[config.mk]
export PLATFORM = sky130hd
export DESIGN_NAME = cpt_mul
export DESIGN_NICKNAME = d
export VERILOG_FILES = /design/src/sv/closest_point_on_triangle_core_assert.svh /design/src/sv/cpt_pkg.sv /design/src/sv/cpt_mul.sv
export SDC_FILE = /design/constraint.sdc
export NUM_CORES = 2
export LEC_CHECK = 0
export BUFFER_PORTS_ARGS = -buffer_cell sky130_fd_sc_hd__buf_2
export CAP_MARGIN = 20
export CORE_ASPECT_RATIO = 0.8
export CORE_MARGIN = 4
export CORE_UTILIZATION = 55
export DETAILED_ROUTE_END_ITERATION = 7
export PLACE_DENSITY = 0.72
export SYNTH_ARGS = -nofsm -noshare
export SYNTH_HDL_FRONTEND = slang
export SYNTH_SLANG_ARGS = --single-unit
[constraint.sdc]
create_clock -name clk -period 9.3 [get_ports clk]
set_clock_uncertainty 0.05 [all_clocks]
set_input_delay 0.465 -clock clk [delete_from_list [all_inputs] [get_ports clk]]
set_output_delay 0.465 -clock clk [all_outputs]
set_load 0.005 [all_outputs]
[src/sv/closest_point_on_triangle_core_assert.svh]
// assertion macros shared by the closest point core
`ifndef CLOSEST_POINT_ON_TRIANGLE_CORE_ASSERT_SVH
`define CLOSEST_POINT_ON_TRIANGLE_CORE_ASSERT_SVH

// same-cycle implication, sampled on clk, off while rst_n is low
`define CPT_ASSERT_IMPL(lbl, ante, cons, msg) \
    lbl: assert property (@(posedge clk) disable iff (!rst_n) (ante) |-> (cons)) else $error(msg);

// next-cycle implication, sampled on clk, off while rst_n is low
`define CPT_ASSERT_NEXT(lbl, ante, cons, msg) \
    lbl: assert property (@(posedge clk) disable iff (!rst_n) (ante) |=> (cons)) else $error(msg);

`endif

[src/sv/cpt_pkg.sv]
// shared constants and types of the closest point core
`default_nettype none

package cpt_pkg;

    // limb width and latency of the pipelined multiplier
    localparam int MUL_LIMB = 32;
    localparam int MUL_LAT  = 3;

    // feature of the triangle that the query point projects onto
    typedef enum logic [2:0] {
        RGN_A,
        RGN_B,
        RGN_AB,
        RGN_C,
        RGN_AC,
        RGN_BC,
        RGN_IN
    } region_t;

endpackage

`default_nettype wire

[src/sv/cpt_mul.sv]
// pipelined signed multiplier built from limb partial products
`default_nettype none

module cpt_mul #(
    parameter int AW = 33,
    parameter int BW = 33
) (
    input  wire logic                 clk,
    input  wire logic                 en,
    input  wire logic signed [AW-1:0] a,
    input  wire logic signed [BW-1:0] b,
    output logic signed [AW+BW-1:0]   p
);
    import cpt_pkg::*;

    localparam int L   = MUL_LIMB;
    localparam int NA  = (AW + L - 1) / L;
    localparam int NB  = (BW + L - 1) / L;
    localparam int AXW = NA * L;
    localparam int BXW = NB * L;
    localparam int PW  = AW + BW;
    localparam int TW  = AXW + BXW + 2;

    logic signed [AXW-1:0] ax;
    logic signed [BXW-1:0] bx;
    logic signed [L:0]     al [NA];
    logic signed [L:0]     bl [NB];

    logic signed [2*L+1:0] pp_reg [NA][NB];
    logic [TW-1:0]         row_reg [NA];
    logic [TW-1:0]         row_next [NA];
    logic [TW-1:0]         sum_next;
    logic [PW-1:0]         p_reg;

    // lower limbs are unsigned, the top limb carries the sign
    always_comb
    begin
        ax = AXW'(a);
        bx = BXW'(b);
        for (int i = 0; i < NA; i++)
        begin
            if (i == NA - 1)
                al[i] = {ax[i*L+L-1], ax[i*L +: L]};
            else
                al[i] = {1'b0, ax[i*L +: L]};
        end
        for (int j = 0; j < NB; j++)
        begin
            if (j == NB - 1)
                bl[j] = {bx[j*L+L-1], bx[j*L +: L]};
            else
                bl[j] = {1'b0, bx[j*L +: L]};
        end
    end

    always_comb
    begin
        for (int i = 0; i < NA; i++)
        begin
            row_next[i] = '0;
            for (int j = 0; j < NB; j++)
                row_next[i] = row_next[i] + (TW'(pp_reg[i][j]) << (L * j));
        end
        sum_next = '0;
        for (int i = 0; i < NA; i++)
            sum_next = sum_next + (row_reg[i] << (L * i));
    end

    always_ff @(posedge clk)
    begin
        if (en)
        begin
            for (int i = 0; i < NA; i++)
            begin
                for (int j = 0; j < NB; j++)
                    pp_reg[i][j] <= al[i] * bl[j];
                row_reg[i] <= row_next[i];
            end
            p_reg <= sum_next[PW-1:0];
        end
    end

    assign p = p_reg;

endmodule

`default_nettype wire

==> impl_results.md <==
* Largest net degree at the start of global routing at 110
* Post-synth EDFFs at 300
* Final Hold Vio Count at 0
* Total global-route track usage at 28.1%
* Normalized max-slew margin at 24.7%
* Mapped Nets at 6070
* Setup TNS at 0 ns
* Clock Pin Slew Worst Setup and Hold Paths at 0.07 ns
* Max-cap violations at 0
* Flip-flop and latch count after synthesis at 300
* Top_reg_cell synth: edfxtp_1
* Synth warn at 0
* Area delta synth->final at 5.44%
* Async SR Flop Fraction at 0%
* I/O Pins at 134
* # fillers at 7142
* Die Height at 271 µm
* Hold_buf cts at 0
* TritonCTS clock tree: done
* Setup-failing EPs final at 0
* H-Tree Depth at 1
* NumNets Final at 6022
* Setup Fix Bufs, Post-CTS at 0
* Worst slew pin tran at 1.13 ns
* Syn Area/Cell at 9.93 µm²
* Routability cong. at 0.935
* CTS sink cnt at 300
* Vias in the first global route at 34800
* CP Launch Type: input port
* Fin cells at 5870
* Worst hold-check path type: in -> reg
* Initial core utilization at 55.9%
* Gr ovfl total at 0
* Synth area leader: fa_1
* Synth top area cells: fa_1 (38%), edfxtp_1 (19%), ha_1 (8.7%)
* Starting DRT DRC Count at 2879
* Synthesized area at 0.0474 mm²
* Clock latency on the worst-skew pair at 0.58 ns
* Clock Path Buffers at 3
* DR vias at 33000
* Max FFs per register at 134
* Post-synthesis cell count at 4773
* Run status: completed
* Area share of the largest cell type after synthesis at 37.9%
* Post-CTS resize count at 0
* Sequential cell area fraction in the yosys report at 19.0%
* DP Cell Count at 5808
* Crit Path Class: in -> reg
* CP endpoint kind: register
* Std cell rows at 95
* Multi-input logic area at 0.0339 mm²
* Area taken by flip-flops and latches at 0.00901 mm²
* Slew Limit Fails at 0
* Unrepaired setup endpoints after global routing: no
* Clock root cell: clkbuf_16
* WL/cell at 21.2 µm
* Synth cell types at 70
* Min Tclk post-route at 8.06 ns
* Die width at 336 µm
* Final wirelength at 125000 µm
* Critical Path AT at 8.32 ns
* Core ar. at 0.0848 mm²
* Total CTS buffers at 30
* Port Buffers at 133
* Die area at 0.0909 mm²
* Drt first pass iters at 5
* Final HPWL from detailed placement at 97000 µm
* Fmax at 0.124 GHz
* Global-route wire length before repair at 199000 µm
* Avg Vias per Cell at 5.63
* Critical-path maximum fanout at 35
* Antenna viol nets, final at 0
* Initial antenna violation count at 13
* # DRC at 0
* Share of layout cells above drive strength 1 at 5.69%
* Worst Path Required at 9.56 ns
* Period Utilization, post-route at 86.7%
[cell usage after synthesis, types with 30 or more instances]
master / count
a21oi_1: 135
edfxtp_1: 300
o21ai_0: 66
fa_1: 898
xnor2_1: 116
nand3_1: 34
nor2_1: 94
a21o_1: 72
nand2_1: 524
ha_1: 331
o21a_1: 30
nor3_1: 34
and2_1: 616
clkbuf_1: 283
inv_1: 905
xor2_1: 47
[layout make-up]
cell class | count | area share, %
diodes | 6 | 0.0300
clock buffers | 31 | 1.55
clock inverters | 25 | 0.511
inverters | 905 | 6.80
multi-input cells | 3285 | 67.9
flip-flops and latches | 300 | 18.0
well taps | 1115 | 2.79
repair buffers | 203 | 2.40
[cell families (layout without fill, tap and decap cells)]
family | Yosys count | count (layout) | share of synthesized area, %
simple gates | 1465 | 1465 | 16.0
xor+xnor | 163 | 163 | 3.01
flops | 300 | 300 | 19.0
mux | 4 | 4 | 0.0871
buf+inv | 1188 | 1164 | 9.41
compound gates | 423 | 423 | 5.76
fa+ha+maj | 1229 | 1229 | 46.7
other cells | 1 | 7 | 0.00791
[through the flow]
stage	worst slack, ns	instance area [µm²]	util (%)	hold WS (ns)
finish	1.24	50000	59.0	0.355
global route	0.895	50000	59.0	0.368
CTS	1.30	50000	58.9	0.345
detailed placement	0.709	48900	57.7	0.355
global placement	0.880	48900	57.7	0.352
floorplan	1.73	47400	-	0.350
[path summary, 6_finish.rpt]
check / startpoint / endpoint / slack (ns) / cells after the start
hold / removal: en / p[65] / 0.35 / 1
hold reg to reg: pp_reg[0][81] / row_reg[0][15] / 0.36 / 0
setup reg to reg: pp_reg[0][98] / row_reg[0][64] / 5.29 / 13
setup / recovery: a[10] / pp_reg[0][123] / 1.24 / 24
[layer usage]
metal	wire length (µm)	GRT usage (%)	up-vias	share of wire (%)
met2	56700	44.0	1363	46
li1	-	-	14500	-
met4	3700	7.39	4	3.0
met5	29	0	-	0.023
met3	11700	5.91	199	9.4
met1	52400	40.1	16900	42
[layout by cell type (no fill, tap or decap), types with 30 or more instances in the layout]
cell,instances
inv_1,905
fa_1,898
and2_1,616
nand2_1,524
ha_1,331
edfxtp_1,300
a21oi_1,135
buf_2,132
xnor2_1,116
nor2_1,94
a21o_1,72
buf_4,70
o21ai_0,66
xor2_1,47
nand3_1,34
nor3_1,34
clkbuf_16,31
o21a_1,30
[worst max-delay path: stages]
cell and delay [ns]:
buf_2 0.73, nand2_1 0.18, fa_1 0.46, inv_1 0.08
fa_1 0.45, fa_1 0.52, inv_1 0.05, fa_1 0.48
inv_1 0.05, fa_1 0.48, fa_1 0.45, fa_1 0.54
fa_1 0.42, ha_1 0.36, a21oi_1 0.48, nor4bb_1 0.45
o21ai_0 0.15, nand3_1 0.12, buf_4 0.20, o221ai_1 0.19
o31a_1 0.39, a211o_1 0.33, a21boi_1 0.17, xnor2_1 0.10
Power is not shown: default switching activity piles up to over one toggle a cycle in this logic, so the estimate is an artifact.
